### src/bzyx_pkg.sv
// Shared types and constants for the Bezier y-from-x bisection block.
package bzyx_pkg;

  localparam int COORD_W          = 32;
  localparam int T_W              = 17;
  localparam int T_FRAC           = 16;
  localparam int TOL_W            = 16;
  localparam int ITER_W           = 6;
  localparam int CFG_IDX_W        = 2;
  localparam int PARAM_FRAC_DEF   = 26;
  localparam int STEP_W           = 3;

  localparam logic [T_W-1:0]    T_ONE       = T_W'(1) << T_FRAC;
  localparam logic [TOL_W-1:0]  TOL_RESET   = TOL_W'(1);
  localparam logic [ITER_W-1:0] MAXIT_RESET = ITER_W'(26);

  // register indexes
  localparam logic [CFG_IDX_W-1:0] REG_TOLERANCE = CFG_IDX_W'(0);
  localparam logic [CFG_IDX_W-1:0] REG_MAX_ITER  = CFG_IDX_W'(1);

  // de Casteljau step of the last mix
  localparam logic [STEP_W-1:0] STEP_LAST = STEP_W'(5);

  typedef enum logic [2:0] {
    S_IDLE, S_TGT_MUL, S_TGT_ADD, S_MID, S_MUL, S_ADD, S_CMP, S_OUT
  } bzyx_state_t;

  typedef enum logic [2:0] {
    OP_NONE, OP_LOAD, OP_TGT_MUL, OP_TGT_ADD, OP_MID, OP_MIX_MUL, OP_MIX_ADD, OP_CMP
  } bzyx_op_t;

  typedef struct packed {
    bzyx_op_t          op;
    logic [STEP_W-1:0] step;
    logic              sel_y;
    logic              out_load;
  } bzyx_cmd_t;

  typedef struct packed {
    logic conv;
  } bzyx_stat_t;

endpackage

### src/bzyx_ctrl.sv
// Sequencer for target setup, bisection steps and the final y evaluation.
module bzyx_ctrl (
  input  logic                          clk,
  input  logic                          rst_n,
  input  logic                          in_valid,
  output logic                          in_stall,
  output logic                          out_valid,
  input  logic                          out_stall,
  input  logic [bzyx_pkg::ITER_W-1:0]   max_iterations,
  output bzyx_pkg::bzyx_cmd_t           cmd,
  input  bzyx_pkg::bzyx_stat_t          stat
);
  import bzyx_pkg::*;

  bzyx_state_t       state_r, state_nxt;
  logic [STEP_W-1:0] step_r, step_nxt;
  logic [ITER_W-1:0] iter_r, iter_nxt;
  logic              sel_y_r, sel_y_nxt;
  logic              out_valid_r, out_valid_nxt;
  logic [ITER_W-1:0] limit;
  logic [ITER_W:0]   iter_inc;
  logic              out_free;

  assign limit    = (max_iterations == '0) ? ITER_W'(1) : max_iterations;
  assign iter_inc = {1'b0, iter_r} + (ITER_W+1)'(1);
  assign out_free = !out_valid_r || !out_stall;

  // next state and counters
  always_comb begin
    state_nxt     = state_r;
    step_nxt      = step_r;
    iter_nxt      = iter_r;
    sel_y_nxt     = sel_y_r;
    out_valid_nxt = out_valid_r && out_stall;
    unique case (state_r)
      S_IDLE: begin
        if (in_valid) begin
          state_nxt = S_TGT_MUL;
          iter_nxt  = '0;
          sel_y_nxt = 1'b0;
        end
      end
      S_TGT_MUL: state_nxt = S_TGT_ADD;
      S_TGT_ADD: state_nxt = S_MID;
      S_MID: begin
        state_nxt = S_MUL;
        step_nxt  = '0;
      end
      S_MUL: state_nxt = S_ADD;
      S_ADD: begin
        if (step_r == STEP_LAST) begin
          state_nxt = sel_y_r ? S_OUT : S_CMP;
        end else begin
          state_nxt = S_MUL;
          step_nxt  = step_r + STEP_W'(1);
        end
      end
      S_CMP: begin
        iter_nxt = iter_inc[ITER_W-1:0];
        if (stat.conv || iter_inc >= {1'b0, limit}) begin
          state_nxt = S_MUL;
          step_nxt  = '0;
          sel_y_nxt = 1'b1;
        end else begin
          state_nxt = S_MID;
        end
      end
      S_OUT: begin
        if (out_free) begin
          state_nxt     = S_IDLE;
          out_valid_nxt = 1'b1;
        end
      end
      default: state_nxt = S_IDLE;
    endcase
  end

  // datapath commands
  always_comb begin
    cmd.op       = OP_NONE;
    cmd.step     = step_r;
    cmd.sel_y    = sel_y_r;
    cmd.out_load = 1'b0;
    unique case (state_r)
      S_IDLE:    cmd.op = in_valid ? OP_LOAD : OP_NONE;
      S_TGT_MUL: cmd.op = OP_TGT_MUL;
      S_TGT_ADD: cmd.op = OP_TGT_ADD;
      S_MID:     cmd.op = OP_MID;
      S_MUL:     cmd.op = OP_MIX_MUL;
      S_ADD:     cmd.op = OP_MIX_ADD;
      S_CMP:     cmd.op = OP_CMP;
      S_OUT:     cmd.out_load = out_free;
      default:   cmd.op = OP_NONE;
    endcase
  end

  assign in_stall  = (state_r != S_IDLE);
  assign out_valid = out_valid_r;

  always_ff @(posedge clk) begin
    if (!rst_n) begin
      state_r     <= S_IDLE;
      step_r      <= '0;
      iter_r      <= '0;
      sel_y_r     <= 1'b0;
      out_valid_r <= 1'b0;
    end else begin
      state_r     <= state_nxt;
      step_r      <= step_nxt;
      iter_r      <= iter_nxt;
      sel_y_r     <= sel_y_nxt;
      out_valid_r <= out_valid_nxt;
    end
  end

endmodule

### src/bzyx_dp.sv
// Datapath: point registers, shared mix multiplier, bisection bounds, output word.
module bzyx_dp #(
  parameter int PARAM_FRAC_BITS = bzyx_pkg::PARAM_FRAC_DEF
) (
  input  logic                                clk,
  input  bzyx_pkg::bzyx_cmd_t                 cmd,
  output bzyx_pkg::bzyx_stat_t                stat,
  input  logic signed [bzyx_pkg::COORD_W-1:0] px_in [4],
  input  logic signed [bzyx_pkg::COORD_W-1:0] py_in [4],
  input  logic [bzyx_pkg::T_W-1:0]            t_in,
  input  logic [bzyx_pkg::TOL_W-1:0]          tolerance,
  output logic signed [bzyx_pkg::COORD_W-1:0] y_value,
  output logic                                converged
);
  import bzyx_pkg::*;

  localparam int UW = (PARAM_FRAC_BITS + 1 > T_W) ? PARAM_FRAC_BITS + 1 : T_W;
  localparam int PW = COORD_W + 2 + UW;
  localparam int DW = COORD_W + 1;

  logic signed [COORD_W-1:0] px_r [4];
  logic signed [COORD_W-1:0] py_r [4];
  logic signed [COORD_W-1:0] m_r  [5];
  logic [T_W-1:0]            t_r;
  logic signed [COORD_W-1:0] tgt_r, res_r, out_y_r;
  logic [PARAM_FRAC_BITS:0]  lo_r, hi_r, u_r, mid;
  logic [PARAM_FRAC_BITS+1:0] bsum;
  logic signed [PW-1:0]      prod_r;
  logic                      conv_r, out_conv_r, conv_now;

  logic signed [COORD_W-1:0] opa, opb;
  logic signed [DW-1:0]      mul_a;
  logic [UW-1:0]             mul_b;
  logic signed [PW-1:0]      prod_shift;
  logic signed [COORD_W-1:0] base;
  logic signed [DW-1:0]      diff;
  logic [DW-1:0]             adiff;

  // operand pair of the current de Casteljau step
  always_comb begin
    case (cmd.step)
      3'd0:    begin opa = cmd.sel_y ? py_r[0] : px_r[0]; opb = cmd.sel_y ? py_r[1] : px_r[1]; end
      3'd1:    begin opa = cmd.sel_y ? py_r[1] : px_r[1]; opb = cmd.sel_y ? py_r[2] : px_r[2]; end
      3'd2:    begin opa = cmd.sel_y ? py_r[2] : px_r[2]; opb = cmd.sel_y ? py_r[3] : px_r[3]; end
      3'd3:    begin opa = m_r[0]; opb = m_r[1]; end
      3'd4:    begin opa = m_r[1]; opb = m_r[2]; end
      default: begin opa = m_r[3]; opb = m_r[4]; end
    endcase
  end

  // shared multiplier: target mix uses t, curve mixes use u
  always_comb begin
    if (cmd.op == OP_TGT_MUL) begin
      mul_a = DW'(px_r[3]) - DW'(px_r[0]);
      mul_b = UW'(t_r);
    end else begin
      mul_a = DW'(opb) - DW'(opa);
      mul_b = UW'(u_r);
    end
  end

  assign prod_shift = (cmd.op == OP_TGT_ADD) ? (prod_r >>> T_FRAC)
                                             : (prod_r >>> PARAM_FRAC_BITS);
  assign base = (cmd.op == OP_TGT_ADD) ? px_r[0] : opa;

  // bisection midpoint and convergence test
  assign bsum     = {1'b0, lo_r} + {1'b0, hi_r};
  assign mid      = bsum[PARAM_FRAC_BITS+1:1];
  assign diff     = DW'(res_r) - DW'(tgt_r);
  assign adiff    = diff[DW-1] ? DW'(-diff) : diff;
  assign conv_now = adiff <= DW'(tolerance);
  assign stat.conv = conv_now;

  always_ff @(posedge clk) begin
    case (cmd.op) inside
      OP_LOAD: begin
        px_r <= px_in;
        py_r <= py_in;
        t_r  <= (t_in > T_ONE) ? T_ONE : t_in;
        lo_r <= '0;
        hi_r <= (PARAM_FRAC_BITS+1)'(1) << PARAM_FRAC_BITS;
      end
      OP_TGT_MUL, OP_MIX_MUL: prod_r <= PW'(mul_a) * PW'($signed({1'b0, mul_b}));
      OP_TGT_ADD: tgt_r <= base + prod_shift[COORD_W-1:0];
      OP_MID:     u_r <= mid;
      OP_MIX_ADD: begin
        if (cmd.step == STEP_LAST) begin
          res_r <= base + prod_shift[COORD_W-1:0];
        end else begin
          m_r[cmd.step] <= base + prod_shift[COORD_W-1:0];
        end
      end
      OP_CMP: begin
        if (res_r < tgt_r) begin
          lo_r <= u_r;
        end else begin
          hi_r <= u_r;
        end
        conv_r <= conv_now;
      end
      default: ;
    endcase
    // output word moves only when the output register is free
    if (cmd.out_load) begin
      out_y_r    <= res_r;
      out_conv_r <= conv_r;
    end
  end

  assign y_value   = out_y_r;
  assign converged = out_conv_r;

endmodule

### src/bezier_y_from_x_bisection.sv
// Top level: cubic Bezier keyframe y at a fraction of the x span, by bisection.
// Sequence per word: target setup (multiply, then add), then 1..max_iterations bisection
// steps (a limit of 0 acts as 1), each a midpoint, six multiply-then-add mixes on the
// one shared multiplier and a compare; then the same mixes for y and the output load.
// One word at a time: a new word is taken only once the last has left the sequencer.
// Reset (synchronous, rst_n low) idles the sequencer, drops out_valid, loads
// tolerance = 1 and max_iterations = 26.
module bezier_y_from_x_bisection #(
  parameter int PARAM_FRAC_BITS = bzyx_pkg::PARAM_FRAC_DEF
) (
  input  logic                                  clk,
  input  logic                                  rst_n,
  input  logic                                  in_valid,
  output logic                                  in_stall,
  input  logic signed [bzyx_pkg::COORD_W-1:0]   in_start_x,
  input  logic signed [bzyx_pkg::COORD_W-1:0]   in_start_y,
  input  logic signed [bzyx_pkg::COORD_W-1:0]   in_start_handle_x,
  input  logic signed [bzyx_pkg::COORD_W-1:0]   in_start_handle_y,
  input  logic signed [bzyx_pkg::COORD_W-1:0]   in_end_handle_x,
  input  logic signed [bzyx_pkg::COORD_W-1:0]   in_end_handle_y,
  input  logic signed [bzyx_pkg::COORD_W-1:0]   in_end_x,
  input  logic signed [bzyx_pkg::COORD_W-1:0]   in_end_y,
  input  logic [bzyx_pkg::T_W-1:0]              in_t_frac,
  output logic                                  out_valid,
  input  logic                                  out_stall,
  output logic signed [bzyx_pkg::COORD_W-1:0]   out_y_value,
  output logic                                  out_converged,
  input  logic                                  cfg_valid,
  output logic                                  cfg_ready,
  input  logic [bzyx_pkg::CFG_IDX_W-1:0]        cfg_index,
  input  logic [bzyx_pkg::TOL_W-1:0]            cfg_data
);
  import bzyx_pkg::*;

  logic [TOL_W-1:0]  tolerance_r;
  logic [ITER_W-1:0] max_iter_r;
  bzyx_cmd_t         cmd;
  bzyx_stat_t        stat;
  logic signed [COORD_W-1:0] px [4];
  logic signed [COORD_W-1:0] py [4];

  assign px = '{in_start_x, in_start_handle_x, in_end_handle_x, in_end_x};
  assign py = '{in_start_y, in_start_handle_y, in_end_handle_y, in_end_y};

  // configuration registers
  assign cfg_ready = 1'b1;
  always_ff @(posedge clk) begin
    if (!rst_n) begin
      tolerance_r <= TOL_RESET;
      max_iter_r  <= MAXIT_RESET;
    end else if (cfg_valid) begin
      unique case (cfg_index)
        REG_TOLERANCE: tolerance_r <= cfg_data;
        REG_MAX_ITER:  max_iter_r  <= cfg_data[ITER_W-1:0];
        default: ;
      endcase
    end
  end

  bzyx_ctrl u_ctrl (
    .clk            (clk),
    .rst_n          (rst_n),
    .in_valid       (in_valid),
    .in_stall       (in_stall),
    .out_valid      (out_valid),
    .out_stall      (out_stall),
    .max_iterations (max_iter_r),
    .cmd            (cmd),
    .stat           (stat)
  );

  bzyx_dp #(.PARAM_FRAC_BITS(PARAM_FRAC_BITS)) u_dp (
    .clk       (clk),
    .cmd       (cmd),
    .stat      (stat),
    .px_in     (px),
    .py_in     (py),
    .t_in      (in_t_frac),
    .tolerance (tolerance_r),
    .y_value   (out_y_value),
    .converged (out_converged)
  );

endmodule

### config.mk
export PLATFORM = sky130hd
export DESIGN_NAME = bezier_y_from_x_bisection
export DESIGN_NICKNAME = d
export VERILOG_FILES = /design/src/bzyx_pkg.sv /design/src/bzyx_ctrl.sv /design/src/bzyx_dp.sv /design/src/bezier_y_from_x_bisection.sv
export SDC_FILE = /design/constraint.sdc
export NUM_CORES = 2
export LEC_CHECK = 0
export ABC_AREA = 1
export BUFFER_PORTS_ARGS = -buffer_cell sky130_fd_sc_hd__buf_4
export CAP_MARGIN = 40
export CORE_AREA = 2 2 502 504
export CTS_CLUSTER_SIZE = 20
export DETAILED_ROUTE_END_ITERATION = 6
export DIE_AREA = 0 0 504 506
export GPL_TIMING_DRIVEN = 0
export HOLD_SLACK_MARGIN = 0.03
export PLACE_DENSITY = 0.39
export SETUP_SLACK_MARGIN = 0.15
export SYNTH_ARGS = -nofsm -noshare
export SYNTH_HDL_FRONTEND = slang
export SYNTH_SLANG_ARGS = --single-unit
export TNS_END_PERCENT = 20
### constraint.sdc
create_clock -name clk -period 25.3 [get_ports clk]
set_clock_uncertainty 0.1 [all_clocks]
set_input_delay 1.265 -clock clk [delete_from_list [all_inputs] [get_ports clk]]
set_output_delay 1.265 -clock clk [all_outputs]
set_load 0.05 [all_outputs]
Word level (Yosys, flattened, before mapping)
Memories as Yosys holds them, arrays and structs flattened. Index checks and enable logic that the tools add are counted.

Flip-flop bits (word level): 546. RAM bits: 160. Bits of input ports: 296. Output and inout port bits: 36. Word-level logic and storage cells: 133. Memories: 1.

Memory list: u_dp.m_r (depth 5, bits a word 32, rd ports 5, clocked after Yosys merged registers in 0, write ports 1, RTL line bzyx_dp.sv:23) `logic signed [COORD_W-1:0] m_r [5];`.

Add/sub/neg operators: 8. $mul: 1. Order comparisons: 4. Equality and inequality tests: 24. Muxes and demuxes: 38. Bitwise gates (word level): 6. Reductions and logical operators: 26.

Operators by type and width (number): $pmux W32 S5 (2); $mux W32 (6); $sub A32 B32 Y33 (3); $mux W33 (2); $mul A33 B28 Y58 (1); $le A33 B16 Y1 (1); $neg A33 Y33 (1); $add A32 B32 Y32 (1); $lt A32 B32 Y1 (1); $eq A3 B3 Y1 const B (10); $add A27 B27 Y28 (1); $mux W27 (1); $pmux W3 S8 (1); $reduce_and A6 Y1 (4); $pmux W3 S7 (1); $eq A3 B2 Y1 const B (6); $mux W3 (6); $gt A17 B17 Y1 const B (1); $mux W1 (14); $mux W6 (2); $pmux W6 S2 (1); $reduce_and A2 Y1 (5); $eq A3 B1 Y1 const B (3); $pmux W3 S3 (1); other kinds (19) (32).

Longest topological paths before layout
Depth after elaboration: 9. Mapped depth: 61. Gate-level depth less buffers: 60.

Modules after synthesis
A second synthesis with hierarchy kept.

Cell total of the unflattened synthesis: 7972. Area total of the unflattened synthesis: 68632.1 um^2.

Modules (own cells, without submodules): bzyx_dp (times used 1, cells an instance 7682, area each 66590.1 um^2, sequential area each 19098.3 um^2); bzyx_ctrl (times used 1, cells an instance 151, area each 1039.7 um^2, sequential area each 280.3 um^2); bezier_y_from_x_bisection (times used 1, cells an instance 139, area each 1002.2 um^2, sequential area each 440.4 um^2).

Least setup slack after synthesis
OpenSTA, ideal clock, no wires.

Path type: reg-to-reg. Start point: reg u_ctrl.step_r[0]. End point: reg u_dp.prod_r[56] (data pin). Setup time: 266 ps. Arrival time: 10372 ps. Required time: 24934 ps. Setup slack: 14563 ps. Stages on the path, launching flop included: 47. Buffers on the path: 5. Clock period less this slack: 10737 ps. Cells stage by stage: dfxtp_1 -> ha_1 -> ha_1 -> clkbuf_1 -> nor4_1 -> clkinv_1 -> clkbuf_1 -> a31oi_1 -> ha_1 -> inv_1 -> fa_1 -> nand3_1 -> nand2_1 -> nand2_1 -> nand2_1 -> nand2_1 -> o211ai_2 -> nand3_1 -> [11 not listed] -> inv_1 -> fa_1 -> fa_1 -> inv_1 -> fa_1 -> clkbuf_1 -> inv_1 -> fa_1 -> fa_1 -> fa_1 -> fa_1 -> inv_1 -> ha_1 -> a21oi_1 -> o21ai_0 -> a221oi_1 -> o2111ai_1 -> xor2_1.

Word-level cells in the longest chain between the ends: 5. Elaborated cells on any way between the ends: 10. Those cells by class: add/sub (1); mul (1); eq/ne (4); mux (3); reduce/logical (1).

RTL lines: from (decl) (RTL line bzyx_ctrl.sv:16) `logic [STEP_W-1:0] step_r, step_nxt;`; from (signal assigned) (RTL line bzyx_ctrl.sv:109) `step_r <= step_nxt;`; $eq A3 B3 Y1 (tied with other cells) (RTL line bzyx_dp.sv:41) `case (cmd.step)`; $pmux W32 S5 (RTL line bzyx_dp.sv:41); $sub A32 B32 Y33 * (RTL line bzyx_dp.sv:57) `mul_a = DW'(opb) - DW'(opa);`; $mux W33 * (RTL line bzyx_dp.sv:53) `if (cmd.op == OP_TGT_MUL) begin`; $mul A33 B28 Y58 * (RTL line bzyx_dp.sv:83) `OP_TGT_MUL, OP_MIX_MUL: prod_r <= PW'(mul_a) * PW'($signed({1'b0, mul_b}));`; to (signal assigned) (RTL line bzyx_dp.sv:83); to (decl) (RTL line bzyx_dp.sv:28) `logic signed [PW-1:0] prod_r;`.

Every way passes the cells marked *; elsewhere a longest branch is shown, timed or not. A chain may end at the register's enable or synchronous reset.

Final worst setup path
Same ends and word-level chain as after synthesis.

==> results.yml <==
clock_tree:
  cts_setup_buffers: 0
  numCtsBuffers: 80
  clk_path_buf_depth: 3
  cts_resized: 0
  postCtsHoldBufs: 0
  clock_sinks: 690
  htreeDepth: 3
  clk_pin_slew_ns: 0.06
  clk_latency_ns: 0.72
  clock-root-buffer: "clkbuf_16"
  cts_tree: "yes"
cells_and_area:
  final_nets: 9734
  area_growth_pct: 17.0
  n_fill_cell: 26900
  drive_gt1_frac: 0.0940
  regArea_sq_mm: 0.0198
  fin_util: 0.314
  multi_input_comb_area_sq_mm: 0.0404
  finalNonFillerCells: 11600
grt:
  grt_pass1_vias: 56100
  grt_max_degree: 64
  grt_overflow: 0
  grt_pass1_wl_microns: 414000
  antenna_found_initial: 17
  grt_usage: 0.226
logic_synthesis:
  synth_area_leaders: "edfxtp_1 (27%), fa_1 (26%), inv_1 (9.0%), nand2_1 (8.1%), ha_1 (6.7%)"
  synth_area_sq_mm: 0.0672
  avgSynthCellArea_sq_um: 8.81
  synth_cell_types: 70
  netlist.top_cell.by_area: "edfxtp_1"
  yosys_warnings: 0
  synth_top_area_frac: 0.268
  yosysSeqAreaShare: 0.295
  synth_nets: 9164
  async_flop_share: 0
  ys.flop_type: "edfxtp_1"
  synth-edff-count: 600
  ys_seq_elements: 690
  netlist_instances: 7629
timing:
  fin_crit_sh: 0.609
  maxSlewViolCount: 0
  setup_viol: 0
  grt_setup_unrepaired: "false"
  hold_ws_ns: 0.349
  period_minus_slack_ns: 15.40
  hold_viol: 0
  tns_ns: 0
  tightest_slew_ns: 1.19
  slew-limit-headroom: 0.207
  timing.fmax_mhz: 64.9
worst_setup_path:
  critPathLaunch: "u_ctrl.step_r[0]"
  worstPathRequired_ns: 25.64
  cpMaxStageDelayCell: "fa_1"
  critical_path_arrival_ns: 15.74
  critical-path-max-stage-delay_ns: 0.85
  worst_r2r_startpoint: "u_ctrl.step_r[0]"
  worstSetupPathType: "flop to flop"
  crit_fanout: 10
  path_common_cell: "nand2_1"
  cp-end-kind: "flop"
  critPathLaunchType: "flop"
placed_design:
  gp_congestion: 0.921
  dp_hpwl_microns: 254000
  portBuffers: 330
  post-place-cells: 11500
route:
  routed_wl_microns: 294000
  drtPass1Iterations: 6
  vias_per_cell: 4.71
  drt-initial-drc-count: 4838
  drc: 0
  ant_nets: 0
  wire_per_inst_microns: 25.3
  vias: 54700
hold_path:
  hp-class: "flop to flop"
  hp-start: "u_dp.lo_r[0]"
floorplanning:
  io_pins: 332
  die_w_microns: 504
  fp.dieArea_sq_mm: 0.255
  initial_utilization: 0.269
  num_rows: 184
  design.core.area_sq_mm: 0.250
  die_height_microns: 506
job:
  maxCapViolations: 0
status:
  status: "finished, final reports clean"
routing by layer:
metal,wire [microns],global-route usage,share of wire,vias up
li1,-,-,-,24900
met1,130000,0.305,0.44,27800
met2,138000,0.379,0.47,1673
met3,15800,0.0317,0.054,326
met4,9400,0.0625,0.032,2
met5,13,0,0.000044,-
area by class of cell:
type | count | area share
Timing Repair Buffer | 488 | 0.0559
Antenna cell | 5 | 0.000159
Tap cell | 3348 | 0.0533
Sequential cell | 690 | 0.252
Clock buffer | 96 | 0.0265
Multi-Input combinational cell | 5047 | 0.514
Buffer | 252 | 0.0127
Clock inverter | 54 | 0.00708
Inverter | 1640 | 0.0783
logic make-up (layout without fill, tap and decap cells):
group	Yosys count	count (layout)	share of synthesized area
flops	690	690	0.295
fa+ha+maj	1242	1242	0.329
xor+xnor	217	217	0.0289
mux	1	1	0.000149
compound gates	1007	1007	0.0854
buf+inv	1892	2530	0.106
other cells	1	6	0.0000558
simple gates	2579	2579	0.155
sequential cells by signal (all words and copies together), names as in the netlist, 3 cells and up:
| signal | cells |
|---|---|
| u_dp.lo_r | 27 |
| u_ctrl.iter_r | 6 |
| u_dp.px_r | 128 |
| tolerance_r | 16 |
| u_dp.y_value | 32 |
| u_dp.u_r | 27 |
| u_dp.t_r | 17 |
| u_dp.res_r | 32 |
| max_iter_r | 6 |
| u_dp.m_r | 160 |
| u_ctrl.step_r | 3 |
| u_dp.hi_r | 27 |
| u_dp.tgt_r | 32 |
| u_dp.prod_r | 42 |
| u_ctrl.state_r | 3 |
| u_dp.py_r | 128 |
cell usage after synthesis (11+ instances only):
cell type / n
fa_1: 878
o2bb2ai_1: 12
buf_1: 21
nor2_1: 778
buf_2: 21
clkinv_1: 16
o21ai_0: 323
nand3_2: 11
o211ai_1: 11
nor2_2: 16
nand4_1: 40
nand3_1: 167
a211oi_1: 12
o21bai_1: 21
nor3_1: 54
inv_2: 17
a31oi_1: 18
inv_1: 1607
ha_1: 361
xor2_1: 142
nand2_2: 20
edfxtp_1: 600
nand2_1: 1449
a21oi_1: 414
a21o_1: 14
o21ai_1: 44
xnor2_1: 71
o21a_1: 17
clkbuf_1: 205
dfxtp_1: 90
a221oi_1: 45
stage by stage:
stage | area [sq um] | setup slack (ns)
after floorplan | 67200 | 14.56
after global placement | 73900 | 8.64
after detailed placement | 75900 | 9.85
after CTS | 78500 | 9.79
after global routing | 78600 | 9.28
final | 78600 | 9.90
cells in the final DEF (no fill, tap or decap), types with 20 or more instances in the layout:
cell and count:
inv_1 1607, nand2_1 1449, fa_1 878, nor2_1 773, edfxtp_1 600, a21oi_1 413
buf_4 382, ha_1 361, o21ai_0 321, clkbuf_1 213, nand3_1 167, xor2_1 140
dfxtp_1 90, clkbuf_16 80, xnor2_1 67, nor3_1 50, buf_8 47, buf_6 46
a221oi_1 45, nand4_1 40, clkinv_1 35, o21ai_1 35, buf_2 24, buf_1 22
o21bai_1 21, o21ai_2 20, nand2_2 20
path summary, 6_finish.rpt:
path                            cells past startpoint         endpoint  slack, ns
worst max-delay path                               47  u_dp.prod_r[56]       9.90
worst min-delay path                                2     u_dp.lo_r[0]       0.35
worst max register to register                     47  u_dp.prod_r[56]       9.90
worst min register to register                      2     u_dp.lo_r[0]       0.35
worst max-delay path: cells and delay by family (launching register included):
kind                       cells  cell delay [ns]
AOI/OAI and AO/OA              9             2.60
xor gates and xnor gates       2             0.38
and+or+nand+nor               14             2.64
buffers and inverters         11             3.66
adders and majority gates     11             5.26
DFF                            1             0.41
Power is left out: the tool's default activity adds up to more than one toggle a clock period on the data nets, which glitch-free logic cannot reach.
